### config.mk
export PLATFORM = sky130hd
export DESIGN_NAME = toeplitz_sign_matrix_multiply_unit
export DESIGN_NICKNAME = d
export VERILOG_FILES = /design/src/tsmm_pkg.sv /design/src/tsmm_ctrl.sv /design/src/tsmm_dp.sv /design/src/toeplitz_sign_matrix_multiply_unit.sv
export SDC_FILE = /design/constraint.sdc
export NUM_CORES = 2
export LEC_CHECK = 0
export BUFFER_PORTS_ARGS = -buffer_cell sky130_fd_sc_hd__buf_2
export CAP_MARGIN = 20
export CORE_MARGIN = 2
export CORE_UTILIZATION = 50
export DETAILED_ROUTE_END_ITERATION = 16
export PLACE_DENSITY = 0.65
export SETUP_SLACK_MARGIN = 0.3
export SYNTH_ARGS = -nofsm -noshare
export SYNTH_HDL_FRONTEND = slang
export SYNTH_HIERARCHICAL = 1
export SYNTH_SLANG_ARGS = --single-unit
export TNS_END_PERCENT = 20
### constraint.sdc
create_clock -name i_clk -period 4.9 [get_ports i_clk]
set_input_delay 0.49 -clock i_clk [delete_from_list [all_inputs] [get_ports i_clk]]
set_output_delay 0.49 -clock i_clk [all_outputs]
set_load 0.01 [all_outputs]
### src/tsmm_pkg.sv
package tsmm_pkg;

    localparam int MAX_VECTOR  = 64;
    localparam int MAX_ROWS    = 32;
    localparam int SAMPLE_BITS = 16;
    localparam int SUM_BITS    = 23;

    localparam int VL_W  = 7;
    localparam int RC_W  = 6;
    localparam int CFG_W = 7;
    localparam int CFG_IDX_W = 1;

    localparam logic [CFG_IDX_W-1:0] CFG_VECTOR_LENGTH = 1'd0;
    localparam logic [CFG_IDX_W-1:0] CFG_ROW_COUNT     = 1'd1;

    localparam int ADDR_W     = $clog2(MAX_VECTOR);
    localparam int LEN_W      = $clog2(MAX_VECTOR + 1);
    localparam int ROW_W      = (MAX_ROWS > 1) ? $clog2(MAX_ROWS) : 1;
    localparam int ROWS_W     = $clog2(MAX_ROWS + 1);
    localparam int HIST_DEPTH = (MAX_ROWS > 1) ? MAX_ROWS - 1 : 1;
    localparam int HIST_W     = (HIST_DEPTH > 1) ? $clog2(HIST_DEPTH) : 1;

    typedef struct packed {
        logic              wr_en;
        logic [ADDR_W-1:0] wr_addr;
        logic [ADDR_W-1:0] col;
        logic [ADDR_W-1:0] chip_addr;
        logic [HIST_W-1:0] hist_idx;
        logic              use_hist;
        logic              acc;
        logic              first;
        logic              hist_wr;
        logic              emit;
        logic              last;
    } t_cmd;

endpackage

### src/tsmm_ctrl.sv
module tsmm_ctrl
    import tsmm_pkg::*;
(
    input  logic                 i_clk,
    input  logic                 i_rst_n,
    input  logic                 i_valid,
    output logic                 o_stall,
    input  logic                 i_cfg_we,
    input  logic [CFG_IDX_W-1:0] i_cfg_index,
    input  logic [CFG_W-1:0]     i_cfg_data,
    input  logic                 i_out_free,
    output t_cmd                 o_cmd
);

    localparam logic [2:0] S_LOAD  = 3'd0;
    localparam logic [2:0] S_ROW   = 3'd1;
    localparam logic [2:0] S_DRAIN = 3'd2;
    localparam logic [2:0] S_EMIT  = 3'd3;
    localparam logic [2:0] S_HIST  = 3'd4;

    logic [2:0]        r_state, n_state;
    logic [ADDR_W-1:0] r_pos, n_pos;
    logic [ADDR_W-1:0] r_col, n_col;
    logic [ROW_W-1:0]  r_row, n_row;
    logic [VL_W-1:0]   r_vl;
    logic [RC_W-1:0]   r_rc;

    logic [LEN_W-1:0]  len;
    logic [ROWS_W-1:0] rows;
    logic [RC_W-1:0]   rc_clamp;
    logic [ADDR_W:0]   col_x;
    logic [ADDR_W:0]   row_x;
    logic              accept;

    always_comb begin
        if (r_vl == '0) begin
            len = LEN_W'(1);
        end else if (int'(r_vl) > MAX_VECTOR) begin
            len = LEN_W'(MAX_VECTOR);
        end else begin
            len = LEN_W'(r_vl);
        end
        if (r_rc == '0) begin
            rc_clamp = RC_W'(1);
        end else if (int'(r_rc) > MAX_ROWS) begin
            rc_clamp = RC_W'(MAX_ROWS);
        end else begin
            rc_clamp = r_rc;
        end
        if (int'(rc_clamp) > int'(len) + 1) begin
            rows = ROWS_W'(int'(len) + 1);
        end else begin
            rows = ROWS_W'(rc_clamp);
        end
    end

    assign o_stall = (r_state != S_LOAD);
    assign accept  = i_valid && !o_stall;
    assign col_x   = {1'b0, r_col};
    assign row_x   = (ADDR_W + 1)'(r_row);

    always_comb begin
        n_state = r_state;
        n_pos   = r_pos;
        n_col   = r_col;
        n_row   = r_row;
        o_cmd   = '0;
        o_cmd.wr_addr = r_pos;
        o_cmd.col     = r_col;
        case (r_state)
            S_LOAD: begin
                if (accept) begin
                    o_cmd.wr_en = 1'b1;
                    if (LEN_W'(r_pos) + LEN_W'(1) >= len) begin
                        n_pos   = '0;
                        n_col   = '0;
                        n_row   = '0;
                        n_state = S_ROW;
                    end else begin
                        n_pos = r_pos + ADDR_W'(1);
                    end
                end
            end
            S_ROW: begin
                o_cmd.acc   = 1'b1;
                o_cmd.first = (r_col == '0);
                if (col_x >= row_x) begin
                    o_cmd.chip_addr = ADDR_W'(col_x - row_x);
                end else begin
                    o_cmd.use_hist = 1'b1;
                    o_cmd.hist_idx = HIST_W'(row_x - col_x - (ADDR_W + 1)'(1));
                end
                if (LEN_W'(r_col) + LEN_W'(1) == len) begin
                    n_state = S_DRAIN;
                end else begin
                    n_col = r_col + ADDR_W'(1);
                end
            end
            S_DRAIN: begin
                n_state = S_EMIT;
            end
            S_EMIT: begin
                if (i_out_free) begin
                    o_cmd.emit = 1'b1;
                    o_cmd.last = (ROWS_W'(r_row) + ROWS_W'(1) == rows);
                    if (o_cmd.last) begin
                        n_row = '0;
                        n_state = (rows > ROWS_W'(1)) ? S_HIST : S_LOAD;
                    end else begin
                        n_row   = r_row + ROW_W'(1);
                        n_col   = '0;
                        n_state = S_ROW;
                    end
                end
            end
            S_HIST: begin
                o_cmd.hist_wr   = 1'b1;
                o_cmd.hist_idx  = HIST_W'(r_row);
                o_cmd.chip_addr = ADDR_W'(len - LEN_W'(1) - LEN_W'(r_row));
                if (ROWS_W'(r_row) + ROWS_W'(2) == rows) begin
                    n_row   = '0;
                    n_state = S_LOAD;
                end else begin
                    n_row = r_row + ROW_W'(1);
                end
            end
            default: begin
                n_state = S_LOAD;
            end
        endcase
    end

    always_ff @(posedge i_clk) begin
        if (!i_rst_n) begin
            r_state <= S_LOAD;
            r_pos   <= '0;
            r_col   <= '0;
            r_row   <= '0;
            r_vl    <= VL_W'(MAX_VECTOR);
            r_rc    <= RC_W'(MAX_ROWS);
        end else begin
            r_state <= n_state;
            r_pos   <= n_pos;
            r_col   <= n_col;
            r_row   <= n_row;
            if (i_cfg_we) begin
                case (i_cfg_index)
                    CFG_VECTOR_LENGTH: r_vl <= i_cfg_data[VL_W-1:0];
                    CFG_ROW_COUNT:     r_rc <= i_cfg_data[RC_W-1:0];
                    default: ;
                endcase
            end
        end
    end

endmodule

### src/tsmm_dp.sv
module tsmm_dp
    import tsmm_pkg::*;
(
    input  logic                          i_clk,
    input  logic                          i_rst_n,
    input  t_cmd                          i_cmd,
    input  logic signed [SAMPLE_BITS-1:0] i_sample_re,
    input  logic signed [SAMPLE_BITS-1:0] i_sample_im,
    input  logic                          i_chip,
    input  logic                          i_stall,
    output logic                          o_valid,
    output logic signed [SUM_BITS-1:0]    o_sum_re,
    output logic signed [SUM_BITS-1:0]    o_sum_im,
    output logic                          o_last,
    output logic                          o_out_free
);

    logic [2*SAMPLE_BITS-1:0] mem_s [MAX_VECTOR];
    logic                     mem_c [MAX_VECTOR];
    logic                     r_hist [HIST_DEPTH];

    logic [2*SAMPLE_BITS-1:0] r_s_q;
    logic                     r_c_q;
    logic                     r_h_q;
    logic                     r_use_hist;
    logic                     r_first;
    logic                     r_acc_v;
    logic                     r_hw_v;
    logic [HIST_W-1:0]        r_hw_idx;

    logic signed [SUM_BITS-1:0] r_acc_re, r_acc_im;
    logic signed [SUM_BITS-1:0] n_acc_re, n_acc_im;
    logic signed [SUM_BITS-1:0] base_re, base_im, x_re, x_im;
    logic                       sign_bit;

    logic                       r_o_valid;
    logic signed [SUM_BITS-1:0] r_o_re, r_o_im;
    logic                       r_o_last;

    always_ff @(posedge i_clk) begin
        if (i_cmd.wr_en) begin
            mem_s[i_cmd.wr_addr] <= {i_sample_re, i_sample_im};
        end
        r_s_q <= mem_s[i_cmd.col];
    end

    always_ff @(posedge i_clk) begin
        if (i_cmd.wr_en) begin
            mem_c[i_cmd.wr_addr] <= i_chip;
        end
        r_c_q <= mem_c[i_cmd.chip_addr];
    end

    always_ff @(posedge i_clk) begin
        if (!i_rst_n) begin
            for (int k = 0; k < HIST_DEPTH; k++) begin
                r_hist[k] <= 1'b0;
            end
        end else if (r_hw_v) begin
            r_hist[r_hw_idx] <= r_c_q;
        end
    end

    always_ff @(posedge i_clk) begin
        r_h_q      <= r_hist[i_cmd.hist_idx];
        r_use_hist <= i_cmd.use_hist;
        r_first    <= i_cmd.first;
        r_hw_idx   <= i_cmd.hist_idx;
        if (!i_rst_n) begin
            r_acc_v <= 1'b0;
            r_hw_v  <= 1'b0;
        end else begin
            r_acc_v <= i_cmd.acc;
            r_hw_v  <= i_cmd.hist_wr;
        end
    end

    always_comb begin
        sign_bit = r_use_hist ? r_h_q : r_c_q;
        x_re     = SUM_BITS'($signed(r_s_q[2*SAMPLE_BITS-1:SAMPLE_BITS]));
        x_im     = SUM_BITS'($signed(r_s_q[SAMPLE_BITS-1:0]));
        base_re  = r_first ? '0 : r_acc_re;
        base_im  = r_first ? '0 : r_acc_im;
        n_acc_re = sign_bit ? base_re + x_re : base_re - x_re;
        n_acc_im = sign_bit ? base_im + x_im : base_im - x_im;
    end

    always_ff @(posedge i_clk) begin
        if (r_acc_v) begin
            r_acc_re <= n_acc_re;
            r_acc_im <= n_acc_im;
        end
    end

    assign o_out_free = !r_o_valid || !i_stall;

    always_ff @(posedge i_clk) begin
        if (i_cmd.emit) begin
            r_o_re   <= r_acc_re;
            r_o_im   <= r_acc_im;
            r_o_last <= i_cmd.last;
        end
        if (!i_rst_n) begin
            r_o_valid <= 1'b0;
        end else if (i_cmd.emit) begin
            r_o_valid <= 1'b1;
        end else if (!i_stall) begin
            r_o_valid <= 1'b0;
        end
    end

    assign o_valid  = r_o_valid;
    assign o_sum_re = r_o_re;
    assign o_sum_im = r_o_im;
    assign o_last   = r_o_last;

endmodule

### src/toeplitz_sign_matrix_multiply_unit.sv
// Channel   Direction  Handshake          Payload
// input     in         i_valid / o_stall  i_sample_re, i_sample_im, i_chip
// result    out        o_valid / i_stall  o_sum_re, o_sum_im, o_last
// config    in         i_cfg_we           i_cfg_index, i_cfg_data
//
// Samples are taken one per cycle until the vector of L samples is complete.
// Each of the R rows then walks the sample memory at one column a cycle with
// one complex accumulator; the row sum is emitted once the output is free.
// A chip history update of R - 1 entries follows, then the next vector loads.
// Reset is synchronous and active low; it clears the chip history to subtract.
// A stalled output holds the finished row while the next row is computed.
module toeplitz_sign_matrix_multiply_unit
    import tsmm_pkg::*;
(
    input  logic                          i_clk,
    input  logic                          i_rst_n,
    input  logic                          i_valid,
    output logic                          o_stall,
    input  logic signed [SAMPLE_BITS-1:0] i_sample_re,
    input  logic signed [SAMPLE_BITS-1:0] i_sample_im,
    input  logic                          i_chip,
    output logic                          o_valid,
    input  logic                          i_stall,
    output logic signed [SUM_BITS-1:0]    o_sum_re,
    output logic signed [SUM_BITS-1:0]    o_sum_im,
    output logic                          o_last,
    input  logic                          i_cfg_we,
    input  logic [CFG_IDX_W-1:0]          i_cfg_index,
    input  logic [CFG_W-1:0]              i_cfg_data
);

    t_cmd cmd;
    logic out_free;

    tsmm_ctrl u_ctrl (
        .i_clk       (i_clk),
        .i_rst_n     (i_rst_n),
        .i_valid     (i_valid),
        .o_stall     (o_stall),
        .i_cfg_we    (i_cfg_we),
        .i_cfg_index (i_cfg_index),
        .i_cfg_data  (i_cfg_data),
        .i_out_free  (out_free),
        .o_cmd       (cmd)
    );

    tsmm_dp u_dp (
        .i_clk       (i_clk),
        .i_rst_n     (i_rst_n),
        .i_cmd       (cmd),
        .i_sample_re (i_sample_re),
        .i_sample_im (i_sample_im),
        .i_chip      (i_chip),
        .i_stall     (i_stall),
        .o_valid     (o_valid),
        .o_sum_re    (o_sum_re),
        .o_sum_im    (o_sum_im),
        .o_last      (o_last),
        .o_out_free  (out_free)
    );

endmodule
==> results_dict.tcl <==
set metrics [dict create \
    drt-pass1-iter-count 5 \
    cp.required_ns 5.63 \
    rsz0062_at_grt "false" \
    grtUsageTotal 0.247 \
    setup_viol 0 \
    peakVddDrop_mv 0.443 \
    endpoint "u_ctrl/r_row[4]" \
    worstPathArrival_ns 5.04 \
    synth_top_cell_area_share 0.715 \
    power_density_nw_per_um2 459 \
    postSynthCellCount 4671 \
    switchingPower_mw 12.2 \
    r2r.worst_path.cells 17 \
    yosys_warnings 6 \
    htreeDepth 4 \
    drc 0 \
    clock_path_buffers 3 \
    post-route-period-util 0.881 \
    initial_core_util 0.501 \
    layout_commonest_cell "edfxtp_1" \
    drive_gt1_frac 0.254 \
    r2r_end "u_ctrl/r_row[4]" \
    synth_area_leaders "edfxtp_1 71%, mux4_2 14%, dfxtp_1 2.3%" \
    seq_area_frac_synth 0.738 \
    synthArstFlopShare 0 \
    critical_path_class "flip-flop to flip-flop" \
    numClockSinks 2314 \
    end_kind "flip-flop" \
    critPathSlowestCell "a2111oi_1" \
    synth_ff_type "edfxtp_1" \
    fmax_mhz 232 \
    synthesis.area_um2 92700 \
    max_slew.worst_pin.slew_ns 1.14 \
    power_leakage_nw 32.7 \
    hold_viol 0 \
    swShare 0.253 \
    via_per_inst 6.19 \
    drv_slew 0 \
    critPathMaxStageDelay_ns 0.51 \
    crit_family "compound AO/OA/AOI/OAI gates" \
    pwr-share-seq 0.468 \
    syn_nets 4801 \
    cts_tree "yes" \
    die-height_um 435 \
    dieWidth_um 435 \
    ys_ff_latch 2314 \
    wire_per_inst_um 30.4 \
    worstReg2RegStart "u_ctrl/r_vl[1]" \
    slew_headroom 0.242 \
    fin_nets 5084 \
    multi_input_area_um2 23400 \
    layout_setup_ws_ns 0.583 \
    core_area_um2 185000 \
    antenna_found_initial 14 \
    drt_first_iter_violations 5519 \
    grt_pass1_vias 46900 \
    cts_buffers 223 \
    min_period_ns 4.32 \
    status "completed" \
    syn_avg_cell_area_um2 19.8 \
    grt_max_degree 109 \
    crit_start "u_ctrl/r_vl[1]" \
    wl_um 232000 \
    p_int_mw 36.0 \
    crit_buf_inv 0 \
    cp_num_cells 17 \
    clk_latency_ns 0.86 \
    cts_root_buffer "clkbuf_16" \
    grt_pass1_wl_um 333000 \
    start_kind "flip-flop" \
    die_area_um2 189000 \
    fp-row-count 158 \
    dp_slack_ns 0.542 \
    fillers 13500 \
    area_delta_synth_final_pct 13.4 \
    p_clk_frac 0.359 \
    cp_max_fo 8 \
    synth_cell_type_count 92 \
    vias 47300 \
    ant_nets 0 \
    synth_top_cell_by_area "edfxtp_1" \
    portBuffers 94 \
    regArea_um2 68400 \
    ioPinCount 95 \
    place_congestion 0.843 \
    holdCritPathClass "primary input to flip-flop" \
    combPwrFrac 0.172 \
    synth_edf_count 2206 \
    most-common-layout-cells "2206 x edfxtp_1, 583 x mux4_2, 226 x clkbuf_16, 168 x nand2_1, 141 x a21oi_1" \
    r2r_slack_ns 0.58 \
    path_cells "nor2_1, a21oi_1, nor2_2, ha_1, nand3_1, xnor2_1, nand2_1, ha_1, and4_4, a31o_1, a31oi_4, a21oi_1, a2111oi_1, nor3_1, o41ai_2, o21a_2, o31ai_1" \
    clk_pin_slew_ns 0.07 \
    hpwl_um 136000 \
    fin_worst_skew_ns 0.0297 \
    grt_overflow 0 \
    fin_setup_tns_ns 0 \
    maxCapViolCount 0 \
]
-- worst min path at each step --
stage	startpoint	end	slack, ns	depth (start not counted)
6_report	i_sample_re[1]	u_dp/mem_s[31][17]	0.03	1
5_1_grt	i_sample_im[0]	u_dp/mem_s[27][0]	0.008	1
4_1_cts	i_cfg_we	u_ctrl/r_rc[5]	0.06	4
3_5_place_dp	u_dp/r_acc_im[3]	u_dp/o_sum_im[3]	0.43	0
3_3_place_gp	u_dp/r_acc_re[14]	u_dp/o_sum_re[14]	0.42	0
2_1_floorplan	u_dp/r_c_q	u_dp/r_hist[31]	0.41	0
-- kinds of logic (layout without fill, tap and decap cells) --
logic type / count (synthesis) / in the layout / share of synthesized area
flops: 2314 / 2314 / 0.738
simple gates: 682 / 682 / 0.0366
mux: 673 / 673 / 0.152
compound gates: 529 / 529 / 0.0372
buf+inv: 285 / 761 / 0.0149
xor+xnor: 104 / 104 / 0.0100
fa+ha+maj: 84 / 84 / 0.0117
other cells: 0 / 7 / 0
-- routing by layer --
metal	part of all wire	vias up	GRT usage
li1	-	19900	-
met1	0.40	25100	0.348
met2	0.49	2052	0.405
met3	0.085	310	0.0437
met4	0.021	10	0.0615
met5	0.00022	-	0
-- synthesized netlist by cell type (20+ instances only) --
cell,instances
a211oi_1,55
a21o_1,31
a21oi_1,141
a22oi_1,46
buf_1,24
buf_2,50
buf_4,42
clkbuf_1,105
dfxtp_1,108
edfxtp_1,2206
ha_1,80
inv_1,49
mux2i_1,79
mux4_2,583
nand2_1,168
nand2b_1,20
nand3_1,90
nor2_1,158
nor2b_1,111
nor3_1,39
o211ai_1,24
o21ai_0,73
o22ai_1,50
xnor2_1,67
xor2_1,36
-- power groups by stage --
stage / logic, mW / registers (mW) / clock network [mW]
after floorplan: 6.30 / 22.8 / 0
after global placement: 8.25 / 23.0 / 0
after detailed placement: 8.30 / 23.0 / 0
after CTS: 8.35 / 22.6 / 17.6
after global routing: 9.08 / 22.6 / 18.3
final: 8.31 / 22.6 / 17.3
-- per-stage QoR --
step                utilization  instance area, um2  std cells  hold slack, ns  total power, mW
finish                    0.569              105000       7634          0.0302             48.2
global route              0.569              105000       7628         0.00781             50.0
CTS                       0.566              105000       7606          0.0647             48.5
detailed placement        0.526               97200       7174           0.425             31.3
global placement          0.526               97200       7173           0.422             31.3
floorplan                     -               92700       4671           0.406             29.1
-- worst reg2reg max path: stages, from the launching register on --
cell and delay (ns):
dfxtp_1 0.43, nor2_1 0.11, a21oi_1 0.32, nor2_2 0.10, ha_1 0.27, nand3_1 0.11, xnor2_1 0.14, nand2_1 0.08
ha_1 0.29, and4_4 0.19, a31o_1 0.24, a31oi_4 0.31, a21oi_1 0.18, a2111oi_1 0.51, nor3_1 0.12, o41ai_2 0.45
o21a_2 0.26, o31ai_1 0.07
-- state kept, by name (all words and copies together), names as in the netlist, 3 cells and up --
name / flops
u_dp/o_sum_im: 23
u_dp/mem_c: 64
u_dp/mem_s: 2048
u_dp/r_s_q: 32
u_dp/r_hist: 32
u_ctrl/r_pos: 6
u_dp/r_acc_im: 23
u_dp/r_hw_idx: 5
u_ctrl/r_vl: 7
u_ctrl/r_state: 3
u_ctrl/r_row: 5
u_ctrl/r_rc: 6
u_ctrl/r_col: 6
u_dp/r_acc_re: 23
u_dp/o_sum_re: 23
-- area by class of cell --
type,count,area share
flip-flops and latches,2314,0.651
multi-input cells,2072,0.223
clock buffers,275,0.0560
well taps,2480,0.0295
repair buffers,291,0.0243
clock inverters,143,0.0142
inverters,52,0.00186
diodes,7,0.000167
-- what timing repair did --
item,CTS,global route
resized for setup,0,2
hold buffers,14,3
endpoints found under the hold margin,15,18
setup buffers,0,1
setup endpoints to repair,0,5
No activity file was read; power rests on OpenSTA's default activity.
